### config.mk
export PLATFORM = sky130hd
export DESIGN_NAME = int64_to_decimal_ascii_top_flat
export DESIGN_NICKNAME = d
export VERILOG_FILES = /design/src/rtl/core/i2d_pkg.sv /design/src/rtl/core/i2d_item_if.sv /design/src/rtl/core/i2d_text_if.sv /design/src/rtl/core/i2d_dabble_step.sv /design/src/rtl/core/int64_to_decimal_ascii_top.sv /design/src/flat_wrapper.sv
export SDC_FILE = /design/constraint.sdc
export NUM_CORES = 1
export LEC_CHECK = 0
export BUFFER_PORTS_ARGS = -buffer_cell sky130_fd_sc_hd__buf_4
export CAP_MARGIN = 30
export CORE_UTILIZATION = 53
export DETAILED_ROUTE_END_ITERATION = 10
export GPL_TIMING_DRIVEN = 0
export PLACE_DENSITY = 0.72
export SLEW_MARGIN = 20
export SYNTH_ARGS = -nofsm -noshare
export SYNTH_HDL_FRONTEND = slang
export SYNTH_HIERARCHICAL = 1
export SYNTH_SLANG_ARGS = --single-unit
### constraint.sdc
create_clock -name clk -period 10 [get_ports clk]
set_clock_uncertainty 0.1 [all_clocks]
set_input_delay 1 -clock clk [delete_from_list [all_inputs] [get_ports clk]]
set_output_delay 1 -clock clk [all_outputs]
set_load 0.02 [all_outputs]
### src/rtl/core/i2d_pkg.sv
// i2d_pkg: widths and character codes shared by the int64 to decimal text block
// no dependencies; imported by the channel interfaces and every module
package i2d_pkg;

  localparam int MAG_W      = 64;
  localparam int CAP_W      = 8;
  localparam int CHAR_W     = 8;
  localparam int LEN_W      = 5;
  localparam int NUM_DIGITS = 20;
  localparam int BCD_W      = NUM_DIGITS * 4;
  localparam int ITER_W     = $clog2(MAG_W);
  localparam int IDX_W      = $clog2(NUM_DIGITS);

  localparam logic [ITER_W-1:0] ITER_LAST  = ITER_W'(MAG_W - 1);
  localparam logic [CHAR_W-1:0] CHAR_ZERO  = 8'h30;
  localparam logic [CHAR_W-1:0] CHAR_NINE  = 8'h39;
  localparam logic [CHAR_W-1:0] CHAR_MINUS = 8'h2d;
  localparam logic [CHAR_W-1:0] CHAR_NONE  = 8'h00;

endpackage

### src/rtl/core/i2d_item_if.sv
// i2d_item_if: request channel carrying one signed value and a buffer capacity
// depends on i2d_pkg
interface i2d_item_if
  import i2d_pkg::*;
();
  logic                     valid;
  logic                     ready;
  logic signed [MAG_W-1:0]  value;
  logic        [CAP_W-1:0]  capacity;

  modport source (output valid, output value, output capacity, input ready);
  modport sink   (input valid, input value, input capacity, output ready);
endinterface

### src/rtl/core/i2d_text_if.sv
// i2d_text_if: result channel carrying one text character per transfer
// depends on i2d_pkg
interface i2d_text_if
  import i2d_pkg::*;
();
  logic              valid;
  logic              ready;
  logic [CHAR_W-1:0] character;
  logic              last;
  logic              accepted;
  logic [LEN_W-1:0]  text_length;

  modport source (output valid, output character, output last, output accepted,
                  output text_length, input ready);
  modport sink   (input valid, input character, input last, input accepted,
                  input text_length, output ready);
endinterface

### src/rtl/core/i2d_dabble_step.sv
// i2d_dabble_step: one shift-and-add-3 step of binary to bcd conversion
// depends on i2d_pkg
module i2d_dabble_step
  import i2d_pkg::*;
(
  input  logic [BCD_W-1:0] bcd,
  input  logic [MAG_W-1:0] bin,
  output logic [BCD_W-1:0] bcd_next,
  output logic [MAG_W-1:0] bin_next
);

  logic [BCD_W-1:0] adj;

  always_comb begin
    for (int i = 0; i < NUM_DIGITS; i++) begin
      if (bcd[i*4 +: 4] >= 4'd5) begin
        adj[i*4 +: 4] = bcd[i*4 +: 4] + 4'd3;
      end else begin
        adj[i*4 +: 4] = bcd[i*4 +: 4];
      end
    end
  end

  assign bcd_next = {adj[BCD_W-2:0], bin[MAG_W-1]};
  assign bin_next = {bin[MAG_W-2:0], 1'b0};

endmodule

### src/rtl/core/int64_to_decimal_ascii_top.sv
// int64_to_decimal_ascii_top: signed 64-bit integer to decimal ascii text
// depends on i2d_pkg, i2d_item_if, i2d_text_if, i2d_dabble_step
//
// usage
//   item channel: one request holds a signed 64-bit value and a capacity
//   text channel: characters leave most significant first, an optional '-'
//     then the digits; last marks the final one, every character carries
//     the whole text length; if the text length is not below the capacity
//     a single reject result (character 0, last 1, accepted 0, length 0)
//     is sent instead
//   timing: after a request is taken the shared shift-add-3 unit takes one
//     magnitude bit per step in ST_CONV, ST_SIZE then sizes the text, then
//     ST_EMIT loads one character per cycle while the output register is free;
//     a new request is taken only once the item is done, back in ST_IDLE
//   item ready is high only between items; the last character may still
//     wait in the output register while the next request is taken
//   a stalled receiver simply holds the output register and the sequencer
//   reset (rst, synchronous) returns to idle and drops any pending result
module int64_to_decimal_ascii_top
  import i2d_pkg::*;
(
  input  logic       clk,
  input  logic       rst,
  i2d_item_if.sink   item,
  i2d_text_if.source text
);

  typedef enum logic [1:0] {
    ST_IDLE,
    ST_CONV,
    ST_SIZE,
    ST_EMIT
  } state_t;

  state_t state;

  // conversion registers
  logic [MAG_W-1:0]  bin;
  logic [BCD_W-1:0]  bcd;
  logic [ITER_W-1:0] iter;
  logic [CAP_W-1:0]  cap;
  logic              neg;

  // emit registers
  logic [IDX_W-1:0]  idx;
  logic [LEN_W-1:0]  len;
  logic              sign_pend;
  logic              reject;

  // output register
  logic              out_valid;
  logic [CHAR_W-1:0] out_char;
  logic              out_last;
  logic              out_acc;
  logic [LEN_W-1:0]  out_len;

  logic [BCD_W-1:0]  bcd_next;
  logic [MAG_W-1:0]  bin_next;
  logic [LEN_W-1:0]  nd_calc;
  logic [LEN_W-1:0]  len_calc;
  logic [3:0]        digit_sel;
  logic              slot_free;
  logic              take;

  i2d_dabble_step u_step (
    .bcd      (bcd),
    .bin      (bin),
    .bcd_next (bcd_next),
    .bin_next (bin_next)
  );

  // digit count: position of the highest non-zero bcd digit, at least one
  always_comb begin
    nd_calc = LEN_W'(1);
    for (int i = 0; i < NUM_DIGITS; i++) begin
      if (bcd[i*4 +: 4] != 4'd0) begin
        nd_calc = LEN_W'(i + 1);
      end
    end
  end

  assign len_calc  = nd_calc + LEN_W'(neg);
  assign digit_sel = bcd[{idx, 2'b00} +: 4];
  assign slot_free = !out_valid || text.ready;
  assign take      = item.valid && item.ready;

  assign item.ready       = (state == ST_IDLE);
  assign text.valid       = out_valid;
  assign text.character   = out_char;
  assign text.last        = out_last;
  assign text.accepted    = out_acc;
  assign text.text_length = out_len;

  always_ff @(posedge clk) begin
    if (rst) begin
      state     <= ST_IDLE;
      out_valid <= 1'b0;
      iter      <= '0;
      sign_pend <= 1'b0;
      reject    <= 1'b0;
    end else begin
      // while emitting, the emit branch below refills the output register
      if (out_valid && text.ready && (state != ST_EMIT)) begin
        out_valid <= 1'b0;
      end
      unique case (state)
        ST_IDLE: begin
          if (take) begin
            neg   <= item.value[MAG_W-1];
            // two's complement negation also covers the most negative value
            bin   <= item.value[MAG_W-1] ? (~item.value + MAG_W'(1)) : item.value;
            cap   <= item.capacity;
            bcd   <= '0;
            iter  <= '0;
            state <= ST_CONV;
          end
        end
        ST_CONV: begin
          bcd  <= bcd_next;
          bin  <= bin_next;
          iter <= iter + ITER_W'(1);
          if (iter == ITER_LAST) begin
            state <= ST_SIZE;
          end
        end
        ST_SIZE: begin
          len       <= len_calc;
          idx       <= IDX_W'(nd_calc - LEN_W'(1));
          sign_pend <= neg;
          reject    <= ({3'b000, len_calc} >= cap);
          state     <= ST_EMIT;
        end
        ST_EMIT: begin
          if (slot_free) begin
            out_valid <= 1'b1;
            if (reject) begin
              out_char <= CHAR_NONE;
              out_last <= 1'b1;
              out_acc  <= 1'b0;
              out_len  <= '0;
              state    <= ST_IDLE;
            end else if (sign_pend) begin
              out_char  <= CHAR_MINUS;
              out_last  <= (len == LEN_W'(1));
              out_acc   <= 1'b1;
              out_len   <= len;
              sign_pend <= 1'b0;
            end else begin
              out_char <= CHAR_ZERO + {4'b0000, digit_sel};
              out_last <= (idx == '0);
              out_acc  <= 1'b1;
              out_len  <= len;
              if (idx == '0) begin
                state <= ST_IDLE;
              end else begin
                idx <= idx - IDX_W'(1);
              end
            end
          end
        end
        default: state <= ST_IDLE;
      endcase
    end
  end

  // a taken request keeps the block busy for the following cycle
  a_busy_after_take: assert property (@(posedge clk) disable iff (rst)
    take |=> !item.ready)
    else $error("item ready straight after a request was taken");

  // a reject result is always a lone final result with zero length
  a_reject_shape: assert property (@(posedge clk) disable iff (rst)
    text.valid && !text.accepted |-> text.last && (text.text_length == '0))
    else $error("malformed reject result");

  // accepted characters are a minus sign or a decimal digit
  a_char_range: assert property (@(posedge clk) disable iff (rst)
    text.valid && text.accepted |->
      (text.character == CHAR_MINUS) ||
      ((text.character >= CHAR_ZERO) && (text.character <= CHAR_NINE)))
    else $error("character outside the decimal set");

  // the text length never exceeds twenty characters nor is zero when accepted
  a_len_range: assert property (@(posedge clk) disable iff (rst)
    text.valid && text.accepted |->
      (text.text_length != '0) && (text.text_length <= LEN_W'(NUM_DIGITS)))
    else $error("text length out of range");

endmodule

### src/flat_wrapper.sv
// flat-port wrapper written by rule: the top's interface ports become plain ports
module int64_to_decimal_ascii_top_flat import i2d_pkg::*;
  (clk, rst, item_valid, item_value, item_capacity, item_ready, text_valid, text_character, text_last, text_accepted, text_text_length, text_ready);
  i2d_item_if item_i ();
  i2d_text_if text_i ();
  input  logic clk;
  input  logic rst;
  input wire logic [$bits(item_i.valid)-1:0] item_valid;
  input wire logic [$bits(item_i.value)-1:0] item_value;
  input wire logic [$bits(item_i.capacity)-1:0] item_capacity;
  output wire logic [$bits(item_i.ready)-1:0] item_ready;
  output wire logic [$bits(text_i.valid)-1:0] text_valid;
  output wire logic [$bits(text_i.character)-1:0] text_character;
  output wire logic [$bits(text_i.last)-1:0] text_last;
  output wire logic [$bits(text_i.accepted)-1:0] text_accepted;
  output wire logic [$bits(text_i.text_length)-1:0] text_text_length;
  input wire logic [$bits(text_i.ready)-1:0] text_ready;
  assign item_i.valid = item_valid;
  assign item_i.value = item_value;
  assign item_i.capacity = item_capacity;
  assign item_ready = item_i.ready;
  assign text_valid = text_i.valid;
  assign text_character = text_i.character;
  assign text_last = text_i.last;
  assign text_accepted = text_i.accepted;
  assign text_text_length = text_i.text_length;
  assign text_i.ready = text_ready;
  int64_to_decimal_ascii_top u_core (.clk(clk), .rst(rst), .item(item_i), .text(text_i));
endmodule
Yosys cells after proc, flatten, opt, wreduce, memory -nomap -nowiden --
Index checks and enable logic that the tools add are counted.
Storage, ports and cells: flip-flop bits (word level) 188, latch bits 0, RAM bits 0, memory bits (read-only) 0, input port bits 76, output and inout port bits 17, word-level logic and storage cells 184, memories kept 0
Cells by class: add/sub/neg operators 26, multiply operators 0, divide/modulo/power cells 0, $lt $le $gt $ge 21, equal/unequal tests 14, shifts and indexed selects 1, mux-type cells 67, bitwise gates (word level) 2, reduce and logical (&&, ||, !) cells 37
Operator list (count):
- case mux 80 bit (2 select lines) | 1
- two-way mux 64 bit | 2
- case mux 64 bit (2 select lines) | 1
- two-way mux 4 bit | 27
- greater-or-equal comparator 4 x 3 -> 1 bit, second input constant | 20
- two-way mux 80 bit | 1
- indexed part select 80 x 8 -> 4 bit | 1
- adder 4 x 2 -> 4 bit, second input constant | 19
- nonzero test 4 bit | 19
- adder 64 x 2 -> 64 bit, second input constant | 1
- inverter 64 bit | 1
- two-way mux 5 bit | 9
- two-way mux 2 bit | 8
- two-way mux 3 bit | 5
- two-way mux 6 bit | 2
- case mux 6 bit (2 select lines) | 1
- AND reduction 3 bit | 4
- != test 2 bit, second input constant | 5
- case mux 5 bit (2 select lines) | 1
- subtractor 5 x 1 -> 5 bit, second input constant | 2
- greater-or-equal comparator 5 x 8 -> 1 bit | 1
- case mux 2 bit (4 select lines) | 1
- adder 6 x 4 -> 7 bit, first input constant | 1
- two-way mux 1 bit | 7
- 22 further kinds | 28

Depth between registers and ports, before layout --
Gate-level depths: netlist of the first run.
word-level depth 22, gate-level depth with buffers 15, mapped depth without buffers 15

Hierarchy --
Netlist of the first run, hierarchy kept.
By module, submodules not included:
- int64_to_decimal_ascii_top | instances 1, cells an instance 832, area each 9867.0 um^2, sequential area each 5505.3 um^2
- i2d_dabble_step | instances 1, cells an instance 382, area each 2498.6 um^2, sequential area each 0.0 um^2

Worst setup path after synthesis of the first run --
Ideal clock, no wire load.
kind input to register, from input port item_valid, to register u_core.bcd[0], enable pin, setup time 0.650 ns, arrival 7.373 ns, data required time 9.250 ns, path slack 1.877 ns, cell stages on the path 3, buffers on the path 0, cells stage by stage nand2b_1 > o21ai_0 > nor2_1
On the way: longest elaborated chain between the ends 3
Ends and longest elaborated chain:
- from (decl) | line flat_wrapper.sv:8 | input wire logic [$bits(item_i.valid)-1:0] item_valid;
- logical AND 1 bit | line int64_to_decimal_ascii_top.sv:85 | assign take = item.valid && item.ready;
- != test 2 bit (no source line)
- AND reduction 3 bit (no source line)
- to (signal assigned) | line int64_to_decimal_ascii_top.sv:119 | bcd <= bcd_next;
- to (decl) | line int64_to_decimal_ascii_top.sv:39 | logic [BCD_W-1:0] bcd;
Every way passes these cells. A chain may end at the register's enable or synchronous reset.

Worst setup path in the final report of the first run --
from register u_core.bcd[16], to register u_core.reject
On the way: longest elaborated chain between the ends 19
Ends and longest elaborated chain:
- nonzero test 4 bit | line int64_to_decimal_ascii_top.sv:76 | if (bcd[i*4 +: 4] != 4'd0) begin
- two-way mux 3 bit (3 in a row) | line int64_to_decimal_ascii_top.sv:76
- two-way mux 4 bit (8 in a row) | line int64_to_decimal_ascii_top.sv:76
- two-way mux 5 bit (5 in a row) | line int64_to_decimal_ascii_top.sv:76
- adder 5 x 1 -> 5 bit | line int64_to_decimal_ascii_top.sv:82 | assign len_calc = nd_calc + LEN_W'(neg);
- via u_core.len_calc[1] | line int64_to_decimal_ascii_top.sv:60 | logic [LEN_W-1:0] len_calc;
- greater-or-equal comparator 5 x 8 -> 1 bit | line int64_to_decimal_ascii_top.sv:130 | reject <= ({3'b000, len_calc} >= cap);
- to (signal assigned) | line int64_to_decimal_ascii_top.sv:130
- to (decl) | line int64_to_decimal_ascii_top.sv:48 | logic reject;
The timed path passes the listed nets, and every way through them passes these cells.

==> qor.json, run 1 <==
{
  "status": {
    "outcome": "completed"
  },
  "final_layout": {
    "area_growth_syn_to_layout_pct": 15.16,
    "register_area_um2": 5505,
    "area_of_the_multi_input_gates_um2": 6008,
    "share_of_cells_above_drive_strength_1": 0.1963,
    "design.final.nets": 1462,
    "post_route_cell_area_um2": 14240,
    "filler_cell_count": 1859,
    "fin_util": 0.6252,
    "antennaDiodeCount": 0,
    "finish.cell_count_without_fillers": 1658
  },
  "synthesis": {
    "synth_flop_cell": "edfxtp_1",
    "synth.yosys.warnings": 6,
    "mappedNetlistArea_um2": 12370,
    "postSynth.asyncResetShare": 0,
    "seq_area_frac_synth": 0.4452,
    "flops_latches_synth": 187,
    "synth.lib_cells_used.distinct": 58,
    "synth_enable_flop_cells": 176,
    "netlist_instances": 1214,
    "avgSynthCellArea_um2": 10.19
  },
  "worst_hold_path": {
    "hold_path_depth": 2,
    "worst_hold_startpoint": "u_core/iter[5]$_SDFFE_PP0P_",
    "worstHoldEndpoint": "u_core/iter[5]$_SDFFE_PP0P_",
    "hold_path_class": "reg2reg"
  },
  "grt": {
    "grt_start_max_net_pins": 26,
    "groute.usage.overall": 0.2182,
    "globalRoute.totalOverflow": 0,
    "grt_pass1_wl_um": 41500,
    "grtUsageMet1": 0.2876,
    "grt-busiest-layer": "met2",
    "grt_pass1_vias": 8499,
    "antenna_found_initial": 0,
    "grtUsageMet2": 0.3693,
    "globalRouteMet3Util": 0.03250
  },
  "floorplan": {
    "placeableCoreArea_um2": 22780,
    "fp.dieH_um": 154.7,
    "fp.dieArea_um2": 23950,
    "initial_core_util": 0.5429,
    "die_w_um": 154.7,
    "placement_rows": 55,
    "num_io_pins": 93
  },
  "route": {
    "remaining_drc_errors": 0,
    "drt-pass1-iter-count": 5,
    "post_drt_wl_per_cell_um": 15.32,
    "post_drt_via_cell_ratio": 5.478,
    "drt.antenna.violating_nets": 0,
    "vias": 9082,
    "wirelength_um": 25400,
    "detail_route.iter0.violations": 582
  },
  "sta": {
    "tightestPinTransition_ns": 0.8173,
    "worst_slew_margin_rel": 0.4551,
    "min_period_ns": 4.056,
    "number_of_setup_violations_in_the_final_report": 0,
    "final_min_period_over_clock_period": 0.4056,
    "timing_max_transition_violations_final": 0,
    "final_number_of_hold_violating_endpoints": 0,
    "rsz_0062_raised_after_global_routing": "no",
    "clock.fmax_mhz": 246.5,
    "worst_slack_ns": 5.944
  },
  "cts": {
    "numClockSinks": 187,
    "cts_tree": "built",
    "number_of_buffers_inserted_during_clock_tree_synthesis": 17,
    "worst_skew_pair.late_latency_ns": 0.44,
    "cts_max_path_buffers": 2,
    "clock-root-buffer": "clkbuf_16",
    "post_cts_buffers": 0,
    "post_cts_hold_buffer_count": 0,
    "clkTransAtPathRegs_ns": 0.07,
    "cts_resized": 0,
    "htree_num_levels": 4
  },
  "worst_setup_path": {
    "critical_path.n_buffers_inverters": 0,
    "crit_path_top_delay_cell": "or4_1",
    "critical-path-max-stage-delay_ns": 0.61,
    "required_ns": 10.23,
    "worst-path-max-fanout": 6,
    "reg2reg_launch_point": "u_core/bcd[16]$_SDFFCE_PN0P_",
    "slack_of_the_worst_reg_to_reg_path_ns": 5.94,
    "timing.critical_path.max_delay_family": "compound AO/OA/AOI/OAI gates",
    "criticalPathCategory": "reg2reg",
    "r2r_end": "u_core/reject$_SDFFE_PP0P_",
    "worst_setup_path_end_kind": "flip-flop",
    "setup.worst_path.start_class": "flip-flop",
    "cp_data_arrival_time_ns": 4.28,
    "timing.critical_path.cells": "or4_1 > a211o_1 > a311oi_1 > nor3_1 > o21ai_0 > nor2b_1 > ha_1 > ha_1 > a21o_1 > a21o_1 > a21oi_1 > nor2b_1 > o211ai_1 > a21oi_1",
    "rr_worst_depth": 14
  },
  "power_and_ir_drop": {
    "power.leakage_nw": 5.467,
    "ir_worst_vdd_v": 0.0001008,
    "power-per-cell-area_nw_per_um2": 245.9
  },
  "place": {
    "numPlacedInstances": 1625,
    "place.gp.congestion": 0.8685,
    "area_after_dpl_um2": 13630,
    "dp_slack_ns": 5.948,
    "number_of_buffers_inserted_by_port_buffering": 90,
    "place.detailed.hpwl_um": 18980
  },
  "run": {
    "maxCapViolations": 0
  }
}
==> worst max-delay path by stage <==
stage,startpoint,end,cells after the start,slack (ns)
3_5_place_dp,u_core/bcd[16]$_SDFFCE_PN0P_,u_core/reject$_SDFFE_PP0P_,14,5.95
2_1_floorplan,item_valid,u_core/bcd[0]$_SDFFCE_PN0P_,3,1.88
3_3_place_gp,item_valid,u_core/bcd[19]$_SDFFCE_PN0P_,4,-1.18
6_report,u_core/bcd[16]$_SDFFCE_PN0P_,u_core/reject$_SDFFE_PP0P_,14,5.94
4_1_cts,u_core/bcd[16]$_SDFFCE_PN0P_,u_core/reject$_SDFFE_PP0P_,14,5.92
5_1_grt,u_core/bcd[44]$_SDFFCE_PN0P_,u_core/reject$_SDFFE_PP0P_,14,5.61
==> area by class of cell <==
cell class,count,area share
timing repair buffer,98,0.06098
clock buffer,17,0.02987
buffer,108,0.04613
sequential,187,0.3866
tap,313,0.02750
clock inverter,15,0.01248
multi-input combinational,865,0.4219
inverter,55,0.01450
==> Yosys cell counts, drive strengths merged, types with 2 or more instances <==
cell | number | area [um^2]
o211ai | 3 | 22.52
a21oi | 32 | 235.2
a211oi | 3 | 22.52
nor2 | 53 | 198.9
a21o | 4 | 30.03
xor2 | 61 | 534.3
mux2i | 26 | 260.3
nand4b | 2 | 17.52
nand2b | 47 | 294.0
or2 | 6 | 37.54
buf | 72 | 521.8
o31ai | 21 | 171.4
nor4 | 17 | 136.4
nor2b | 12 | 75.07
a311oi | 2 | 17.52
or4 | 27 | 216.5
nand3 | 8 | 52.55
conb | 2 | 7.510
and2 | 81 | 506.7
o41ai | 11 | 118.9
edfxtp | 176 | 5285
nand4 | 4 | 25.02
inv | 55 | 206.5
o21ai | 127 | 635.6
ha | 54 | 675.7
nand2 | 172 | 645.6
a211o | 2 | 17.52
a21boi | 3 | 22.52
or3 | 11 | 78.82
nand3b | 2 | 15.01
nor3 | 7 | 35.03
mux4 | 24 | 540.5
clkbuf | 36 | 135.1
a221oi | 4 | 35.03
dfxtp | 11 | 220.2
xnor2 | 24 | 210.2
==> state kept, by name, indices dropped and copies added (netlist names) <==
signal / cells
u_core/bcd: 80
u_core/bin: 64
u_core/cap: 8
u_core/iter: 6
u_core/text.character: 6
u_core/idx: 5
u_core/len: 5
u_core/text.text_length: 5
u_core/state: 2
u_core/neg: 1
u_core/reject: 1
u_core/sign_pend: 1
u_core/text.accepted: 1
u_core/text.last: 1
u_core/text.valid: 1
==> where the power goes <==
| part | total [mW] | internal, mW | switching, mW |
|---|---|---|---|
| sequential | 1.42 | 1.22 | 0.201 |
| combinational | 1.40 | 0.653 | 0.744 |
| clock | 0.686 | 0.359 | 0.327 |
==> kinds of logic after synthesis <==
group / count (synthesis) / share of synthesized area
muxes: 51 / 0.06567
xor gates and xnor gates: 85 / 0.06020
AOI/OAI and AO/OA: 220 / 0.1127
other: 2 / 0.0006073
adders and majority gates: 54 / 0.05464
and+or+nand+nor: 452 / 0.1911
DFF: 187 / 0.4452
buffers and inverters: 163 / 0.06982
==> worst min-delay path, stage by stage (launching register included) <==
cell,delay (ns)
dfxtp_1,0.32
o21ai_0,0.08
a21oi_1,0.06
==> cell usage in the layout, fill, tap and decap left out, drive strengths merged, types with 8 or more instances in the layout <==
master | netlist | final
and2 | 81 | 81
nand3 | 8 | 8
mux4 | 24 | 24
a21oi | 32 | 32
o31ai | 21 | 21
ha | 54 | 54
inv | 55 | 62
edfxtp | 176 | 176
dfxtp | 11 | 11
mux2i | 26 | 26
o21ai | 127 | 127
o41ai | 11 | 11
nand2 | 172 | 172
or3 | 11 | 11
xnor2 | 24 | 24
buf | 72 | 170
nor4 | 17 | 17
nand2b | 47 | 47
clkbuf | 36 | 53
nor2b | 12 | 12
nor2 | 53 | 53
xor2 | 61 | 61
or4 | 27 | 27
==> per-stage QoR <==
step	hold slack [ns]	setup TNS, ns	power, mW
5_1_grt	0.4484	0	3.746
2_1_floorplan	0.3522	0	2.432
3_3_place_gp	0.3653	-169.09	2.775
6_report	0.4053	0	3.501
3_5_place_dp	0.3998	0	2.831
4_1_cts	0.4105	0	3.524
==> per-layer routing <==
layer  wire, um  share of wire  vias to the layer above
met1      11440           0.45                     4329
met5          0              0                        -
li1           -              -                     4496
met2      12390           0.49                      218
met4        478          0.019                        0
met3       1094          0.043                       39
(Power assumes the default switching activity.)
==> inputs of run 2 (changes only) <==
- clock period: 10 -> 3.9 ns (I/O delays scaled with it)
==> run 2 against run 1 <==
Count of clock-buffer cells in the layout is the same. Sequential share of layout area shrank 0.27 points. Power grew to 2.6 times the previous value. Utilization grew 0.44 points. Critical path depth is the same. Combinational power grew to 2.6 times the previous value. Register-to-register slack lost 5.8 ns. Global-route usage grew 0.51 points. Hold slack lost 0.38 ns. Clock power grew 140%. Sequential cell count is the same. Largest cell class unchanged. Largest power group unchanged. Highest routed layer unchanged.
==> qor.json, run 2 (synthesized netlist as in run 1, its figures left out) <==
{
  "status": {
    "outcome": {"value": "completed", "change": "unchanged"}
  },
  "power_and_ir_drop": {
    "power.leakage": {"value": 5.515, "unit": "nW", "change": "was 5.467 nW"},
    "power_frac_seq": {"value": 0.407, "change": "was 0.405"},
    "ir_worst_vdd": {"value": 0.0002923, "unit": "V", "change": "was 0.0001008 V"},
    "clock_power_share": {"value": 0.187, "change": "was 0.196"},
    "internal_power": {"value": 5.673, "unit": "mW", "change": "was 2.230 mW"},
    "total_power": {"value": 8.956, "unit": "mW", "change": "was 3.501 mW"},
    "power-per-cell-area": {"value": 624.5, "unit": "nW/um^2", "change": "was 245.9 nW/um^2"},
    "power_switching": {"value": 3.283, "unit": "mW", "change": "was 1.271 mW"},
    "sw_frac_of_total": {"value": 0.3666, "change": "was 0.3632"},
    "combinationalPowerShare": {"value": 0.406, "change": "was 0.399"}
  },
  "place": {
    "place.gp.congestion": {"value": 0.8806, "change": "was 0.8685"},
    "place.detailed.hpwl": {"value": 18880, "unit": "um", "change": "was 18980 um"},
    "dp_slack": {"value": -0.1606, "unit": "ns", "change": "was 5.948 ns"},
    "number_of_buffers_inserted_by_port_buffering": {"value": 90, "change": "unchanged"}
  },
  "final_layout": {
    "top_regs": {"value": "u_core/bcd x80, u_core/bin x64, u_core/cap x8", "change": "unchanged"},
    "most_common_library_cell_in_the_layout_ignoring_fill_and_taps": {"value": "edfxtp_1", "change": "unchanged"},
    "share_of_cells_above_drive_strength_1": {"value": 0.2134, "change": "was 0.1963"},
    "design.final.nets": {"value": 1476, "change": "was 1462"},
    "largest_register_ffs": {"value": 80, "change": "unchanged"},
    "antennaDiodeCount": {"value": 0, "change": "unchanged"},
    "area_growth_syn_to_layout": {"value": 15.98, "unit": "%", "change": "was 15.16%"},
    "regMostFlops": {"value": "u_core/bcd", "change": "unchanged"},
    "mostFrequentLayoutCells": {"value": "176 x edfxtp_1, 173 x buf_4, 172 x nand2_1", "change": "was 176 x edfxtp_1, 172 x nand2_1, 158 x buf_4"}
  },
  "route": {
    "detail_route.iter0.violations": {"value": 643, "change": "was 582"},
    "drt-pass1-iter-count": {"value": 5, "change": "unchanged"},
    "post_drt_via_cell_ratio": {"value": 5.516, "change": "was 5.478"},
    "remaining_drc_errors": {"value": 0, "change": "unchanged"},
    "vias": {"value": 9223, "change": "was 9082"},
    "drt.antenna.violating_nets": {"value": 0, "change": "unchanged"},
    "wirelength": {"value": 25950, "unit": "um", "change": "was 25400 um"},
    "post_drt_wl_per_cell": {"value": 15.52, "unit": "um", "change": "was 15.32 um"}
  },
  "floorplan": {
    "initial_core_util": {"value": 0.5429, "change": "unchanged"},
    "die_w": {"value": 154.7, "unit": "um", "change": "unchanged"},
    "fp.dieArea": {"value": 23950, "unit": "um^2", "change": "unchanged"},
    "placement_rows": {"value": 55, "change": "unchanged"},
    "placeableCoreArea": {"value": 22780, "unit": "um^2", "change": "unchanged"},
    "num_io_pins": {"value": 93, "change": "unchanged"},
    "fp.dieH": {"value": 154.7, "unit": "um", "change": "unchanged"}
  },
  "worst_hold_path": {
    "hold_path_class": {"value": "in2reg", "change": "was reg2reg"}
  },
  "worst_setup_path": {
    "worst-path-max-fanout": {"value": 5, "change": "was 6"},
    "setup.worst_path.start_class": {"value": "flip-flop", "change": "unchanged"},
    "criticalPathCategory": {"value": "reg2reg", "change": "unchanged"},
    "required": {"value": 4.12, "unit": "ns", "change": "was 10.23 ns"},
    "cp_data_arrival_time": {"value": 3.96, "unit": "ns", "change": "was 4.28 ns"},
    "worst_setup_path_end_kind": {"value": "flip-flop", "change": "unchanged"}
  },
  "cts": {
    "clkTransAtPathRegs": {"value": 0.08, "unit": "ns", "change": "was 0.07 ns"},
    "clock-root-buffer": {"value": "clkbuf_16", "change": "unchanged"},
    "cts_tree": {"value": "built", "change": "unchanged"},
    "numClockSinks": {"value": 187, "change": "unchanged"},
    "cts_max_path_buffers": {"value": 2, "change": "unchanged"},
    "number_of_buffers_inserted_during_clock_tree_synthesis": {"value": 17, "change": "unchanged"},
    "htree_num_levels": {"value": 4, "change": "unchanged"},
    "worst_skew_pair.late_latency": {"value": 0.44, "unit": "ns", "change": "about the same"},
    "post_cts_hold_buffer_count": {"value": 0, "change": "unchanged"}
  },
  "sta": {
    "min_period": {"value": 3.736, "unit": "ns", "change": "was 4.056 ns"},
    "final_min_period_over_clock_period": {"value": 0.9580, "change": "was 0.4056"},
    "clock.fmax": {"value": 267.7, "unit": "MHz", "change": "was 246.5 MHz"},
    "worst_slew_margin_rel": {"value": 0.4285, "change": "was 0.4551"},
    "timing.setup.tns": {"value": 0, "unit": "ns", "change": "unchanged"},
    "worst_slack": {"value": 0.1640, "unit": "ns", "change": "was 5.944 ns"},
    "number_of_setup_violations_in_the_final_report": {"value": 0, "change": "unchanged"},
    "tightestPinTransition": {"value": 0.8573, "unit": "ns", "change": "was 0.8173 ns"},
    "final_number_of_hold_violating_endpoints": {"value": 0, "change": "unchanged"},
    "timing_max_transition_violations_final": {"value": 0, "change": "unchanged"}
  },
  "grt": {
    "grt_pass1_vias": {"value": 8782, "change": "was 8499"},
    "globalRoute.totalOverflow": {"value": 0, "change": "unchanged"},
    "grt_pass1_wl": {"value": 42570, "unit": "um", "change": "was 41500 um"},
    "groute.usage.overall": {"value": 0.2234, "change": "was 0.2182"},
    "grt_start_max_net_pins": {"value": 25, "change": "was 26"},
    "antenna_found_initial": {"value": 0, "change": "unchanged"}
  },
  "run": {
    "maxCapViolations": {"value": 0, "change": "unchanged"}
  }
}
==> run 2: final timing paths <==
check / to / slack, ns / cells past startpoint / from
worst max-delay path: u_core/reject$_SDFFE_PP0P_ / 0.16 / 14 / u_core/bcd[20]$_SDFFCE_PN0P_
worst min-delay path: u_core/cap[2]$_DFFE_PP_ / 0.03 / 1 / item_capacity[2]
worst max register to register: u_core/reject$_SDFFE_PP0P_ / 0.16 / 14 / u_core/bcd[20]$_SDFFCE_PN0P_
worst min register to register: u_core/iter[5]$_SDFFE_PP0P_ / 0.40 / 2 / u_core/iter[5]$_SDFFE_PP0P_
==> run 2: area by class of cell <==
class                   count  area (um^2)
inverters                  55        206.4
well taps                 313        391.6
clock buffers              17        425.4
plain buffers             108        656.9
fillers                  1839         8437
repair buffers            112        945.9
multi-input cells         865         6078
flip-flops and latches    187         5505
clock inverters            15        131.4
==> run 2: worst max-delay path, stage by stage, from the launching register on <==
cell	delay, ns
edfxtp_1	0.48
or4_1	0.59
a211o_1	0.31
a21oi_1	0.20
o21ai_2	0.12
a21oi_2	0.22
ha_2	0.24
ha_1	0.27
ha_1	0.28
a21o_1	0.15
a21o_1	0.16
a21oi_1	0.15
nor2b_1	0.07
o211ai_1	0.17
a21oi_1	0.09
==> run 2: metal layers <==
layer / global-route usage / up-vias / part of all wire / wire (um)
li1: - / 4520 / - / -
met1: 0.2897 / 4422 / 0.44 / 11540
met2: 0.3825 / 242 / 0.49 / 12710
met3: 0.03895 / 39 / 0.047 / 1224
met4: 0.06601 / 0 / 0.018 / 474
met5: 0 / - / 0 / 0
==> run 2: timing repair <==
| action | 4_1_cts | 5_1_grt |
|---|---|---|
| resized for setup | 4 | 12 |
| pin swaps | 0 | 2 |
| setup endpoints to repair | 1 | 1 |
| setup buffers | 0 | 15 |
==> run 2: power groups by stage <==
stage	combinational [mW]	clock (mW)	sequential, mW
floorplan	2.61	0	3.54
global placement	3.28	0	3.71
detailed placement	3.55	0	3.67
CTS	3.57	1.71	3.64
global route	4.09	1.78	3.73
finish	3.64	1.68	3.64
==> run 2: stage by stage <==
step	std cells	hold slack (ns)	util	instance area [um^2]
2_1_floorplan	1215	0.3522	-	12380
3_3_place_gp	1618	0.3657	0.5902	13440
3_5_place_dp	1624	0.3854	0.5968	13590
4_1_cts	1656	0.01516	0.6218	14160
5_1_grt	1672	0.005650	0.6296	14340
6_report	1672	0.02798	0.6296	14340
==> inputs of run 3 (changes only) <==
- clock period: 3.9 -> 4.05 ns (I/O delays scaled with it)
==> run 3 against run 2 <==
Sequential share of layout area increased by 0.36 points. Via count fell by 1.3%. Sequential cell count did not move. Count of clock-buffer cells in the layout is the same. Clock power down 4%. Sequential power decreased by 3%. Die area did not move. Cell count decreased by 0.84%. Largest power group unchanged. Non-clock buffer count decreased by 14. Fmax fell by 3.2%. Wire length down 0.53%.
==> qor.json, run 3 (synthesized netlist as in run 1, its figures left out) <==
{
  "status": {
    "outcome": {"value": "completed", "change": "unchanged"}
  },
  "power_and_ir_drop": {
    "power-per-cell-area": {"value": 602.2, "unit": "nW/um^2", "change": "was 624.5 nW/um^2"},
    "total_power": {"value": 8.556, "unit": "mW", "change": "was 8.956 mW"},
    "power.leakage": {"value": 5.441, "unit": "nW", "change": "was 5.515 nW"},
    "ir_worst_vdd": {"value": 0.0002818, "unit": "V", "change": "was 0.0002923 V"}
  },
  "final_layout": {
    "mostFrequentLayoutCells": {"value": "176 x edfxtp_1, 172 x nand2_1, 159 x buf_4", "change": "was 176 x edfxtp_1, 173 x buf_4, 172 x nand2_1"},
    "share_of_cells_above_drive_strength_1": {"value": 0.2007, "change": "was 0.2134"},
    "most_common_library_cell_in_the_layout_ignoring_fill_and_taps": {"value": "edfxtp_1", "change": "unchanged"},
    "regMostFlops": {"value": "u_core/bcd", "change": "unchanged"},
    "largest_register_ffs": {"value": 80, "change": "unchanged"},
    "finish.cell_count_without_fillers": {"value": 1658, "change": "was 1672"},
    "post_route_cell_area": {"value": 14210, "unit": "um^2", "change": "was 14340 um^2"},
    "area_growth_syn_to_layout": {"value": 14.89, "unit": "%", "change": "was 15.98%"},
    "design.final.nets": {"value": 1462, "change": "was 1476"},
    "top_regs": {"value": "u_core/bcd x80, u_core/bin x64, u_core/cap x8", "change": "unchanged"},
    "antennaDiodeCount": {"value": 0, "change": "unchanged"},
    "filler_cell_count": {"value": 1857, "change": "was 1839"}
  },
  "route": {
    "drt.antenna.violating_nets": {"value": 0, "change": "unchanged"},
    "detail_route.iter0.violations": {"value": 646, "change": "was 643"},
    "vias": {"value": 9106, "change": "was 9223"},
    "drt-pass1-iter-count": {"value": 5, "change": "unchanged"},
    "remaining_drc_errors": {"value": 0, "change": "unchanged"},
    "post_drt_via_cell_ratio": {"value": 5.492, "change": "was 5.516"},
    "post_drt_wl_per_cell": {"value": 15.57, "unit": "um", "change": "was 15.52 um"},
    "wirelength": {"value": 25810, "unit": "um", "change": "was 25950 um"}
  },
  "grt": {
    "grt_pass1_vias": {"value": 8784, "change": "was 8782"},
    "groute.usage.overall": {"value": 0.2235, "change": "was 0.2234"},
    "antenna_found_initial": {"value": 0, "change": "unchanged"},
    "globalRoute.totalOverflow": {"value": 0, "change": "unchanged"},
    "grt_pass1_wl": {"value": 42600, "unit": "um", "change": "was 42570 um"},
    "grt_start_max_net_pins": {"value": 25, "change": "unchanged"}
  },
  "cts": {
    "clkTransAtPathRegs": {"value": 0.08, "unit": "ns", "change": "about the same"},
    "clock-root-buffer": {"value": "clkbuf_16", "change": "unchanged"},
    "cts_tree": {"value": "built", "change": "unchanged"},
    "numClockSinks": {"value": 187, "change": "unchanged"},
    "number_of_buffers_inserted_during_clock_tree_synthesis": {"value": 17, "change": "unchanged"},
    "htree_num_levels": {"value": 4, "change": "unchanged"},
    "cts_max_path_buffers": {"value": 2, "change": "unchanged"},
    "worst_skew_pair.late_latency": {"value": 0.44, "unit": "ns", "change": "about the same"},
    "post_cts_hold_buffer_count": {"value": 0, "change": "unchanged"}
  },
  "floorplan": {
    "num_io_pins": {"value": 93, "change": "unchanged"},
    "placeableCoreArea": {"value": 22780, "unit": "um^2", "change": "unchanged"},
    "initial_core_util": {"value": 0.5429, "change": "unchanged"},
    "die_w": {"value": 154.7, "unit": "um", "change": "unchanged"},
    "fp.dieArea": {"value": 23950, "unit": "um^2", "change": "unchanged"},
    "placement_rows": {"value": 55, "change": "unchanged"},
    "fp.dieH": {"value": 154.7, "unit": "um", "change": "unchanged"}
  },
  "place": {
    "number_of_buffers_inserted_by_port_buffering": {"value": 90, "change": "unchanged"},
    "place.gp.congestion": {"value": 0.8806, "change": "unchanged"},
    "area_after_dpl": {"value": 13590, "unit": "um^2", "change": "unchanged"},
    "place.detailed.hpwl": {"value": 18880, "unit": "um", "change": "unchanged"},
    "numPlacedInstances": {"value": 1624, "change": "unchanged"}
  },
  "sta": {
    "final_min_period_over_clock_period": {"value": 0.9526, "change": "was 0.9580"},
    "final_number_of_hold_violating_endpoints": {"value": 0, "change": "unchanged"},
    "worst_slew_margin_rel": {"value": 0.4395, "change": "was 0.4285"},
    "finalHoldWorstSlack": {"value": 0.04497, "unit": "ns", "change": "was 0.02798 ns"},
    "rsz_0062_raised_after_global_routing": "no",
    "tightestPinTransition": {"value": 0.8408, "unit": "ns", "change": "was 0.8573 ns"},
    "min_period": {"value": 3.858, "unit": "ns", "change": "was 3.736 ns"},
    "timing.setup.tns": {"value": 0, "unit": "ns", "change": "unchanged"},
    "number_of_setup_violations_in_the_final_report": {"value": 0, "change": "unchanged"},
    "clock.fmax": {"value": 259.2, "unit": "MHz", "change": "was 267.7 MHz"},
    "timing_max_transition_violations_final": {"value": 0, "change": "unchanged"}
  },
  "worst_setup_path": {
    "critical-path-max-stage-delay": {"value": 0.57, "unit": "ns", "change": "was 0.59 ns"},
    "setup.worst_path.start_class": {"value": "flip-flop", "change": "unchanged"},
    "timing.critical_path.cells": {"value": "or4_1 > a211o_1 > a311oi_2 > nor3_1 > o21ai_1 > nor2b_1 > ha_1 > ha_1 > a21o_1 > a21o_1 > a21oi_1 > nor2b_1 > o211ai_1 > a21oi_1", "change": "was or4_1 > a211o_1 > a21oi_1 > o21ai_2 > a21oi_2 > ha_2 > ha_1 > ha_1 > a21o_1 > a21o_1 > a21oi_1 > nor2b_1 > o211ai_1 > a21oi_1"},
    "required": {"value": 4.27, "unit": "ns", "change": "was 4.12 ns"},
    "cp_data_arrival_time": {"value": 4.08, "unit": "ns", "change": "was 3.96 ns"},
    "worst-path-max-fanout": {"value": 6, "change": "was 5"},
    "worst_setup_path_end_kind": {"value": "flip-flop", "change": "unchanged"},
    "criticalPathCategory": {"value": "reg2reg", "change": "unchanged"},
    "crit_path_top_delay_cell": {"value": "or4_1", "change": "unchanged"}
  },
  "run": {
    "maxCapViolations": {"value": 0, "change": "unchanged"}
  },
  "worst_hold_path": {
    "hold_path_class": {"value": "in2reg", "change": "unchanged"}
  }
}
run 3: worst paths after layout:
path	startpoint	to	slack [ns]	cells after the start
worst max-delay path	u_core/bcd[18]$_SDFFCE_PN0P_	u_core/reject$_SDFFE_PP0P_	0.19	14
worst min-delay path	item_capacity[2]	u_core/cap[2]$_DFFE_PP_	0.04	1
worst max register to register	u_core/bcd[18]$_SDFFCE_PN0P_	u_core/reject$_SDFFE_PP0P_	0.19	14
worst min register to register	u_core/iter[5]$_SDFFE_PP0P_	u_core/iter[5]$_SDFFE_PP0P_	0.40	2
run 3: power breakdown:
part           leakage [nW]  total [mW]  internal [mW]  switching [mW]
combinational          3.41        3.43           1.59            1.84
clock                 0.278        1.61          0.812           0.799
sequential             1.75        3.52           3.01           0.507
run 3: worst max-delay path: cells and delay by family, from the launching register on:
| kind | cells | cell delay, ns |
|---|---|---|
| DFF | 1 | 0.48 |
| adders and majority gates | 2 | 0.58 |
| AOI/OAI and AO/OA | 8 | 1.62 |
| and+or+nand+nor | 4 | 0.95 |
run 3: routing by layer:
layer  track usage  vias to the layer above  share of wire
met5             0                        -              0
met4       0.06601                        0          0.017
met3       0.03895                       37          0.046
met2        0.3822                      237           0.49
met1        0.2903                     4344           0.45
li1              -                     4488              -
run 3: final cells by class:
class                      instances  area [um^2]  share of cell area
inverter                          55        206.4             0.01453
clock buffer                      17        425.4             0.02994
clock inverter                    15        131.4            0.009247
timing repair buffer              98        840.8             0.05918
buffer                           108        656.9             0.04624
tap                              313        391.6             0.02756
sequential                       187         5505              0.3875
multi-input combinational        865         6050              0.4258
run 3: through the flow:
stage / setup slack [ns] / util
2_1_floorplan: 0.2094 / -
3_3_place_gp: -0.8777 / 0.5902
3_5_place_dp: -0.01058 / 0.5968
4_1_cts: 0.05854 / 0.6215
5_1_grt: 0.02222 / 0.6237
6_report: 0.1921 / 0.6237
run 3: what timing repair did:
| item | CTS | global route |
|---|---|---|
| gates resized for setup | 1 | 8 |
| setup endpoints to repair | 1 | 1 |
| buffers inserted | 0 | 1 |
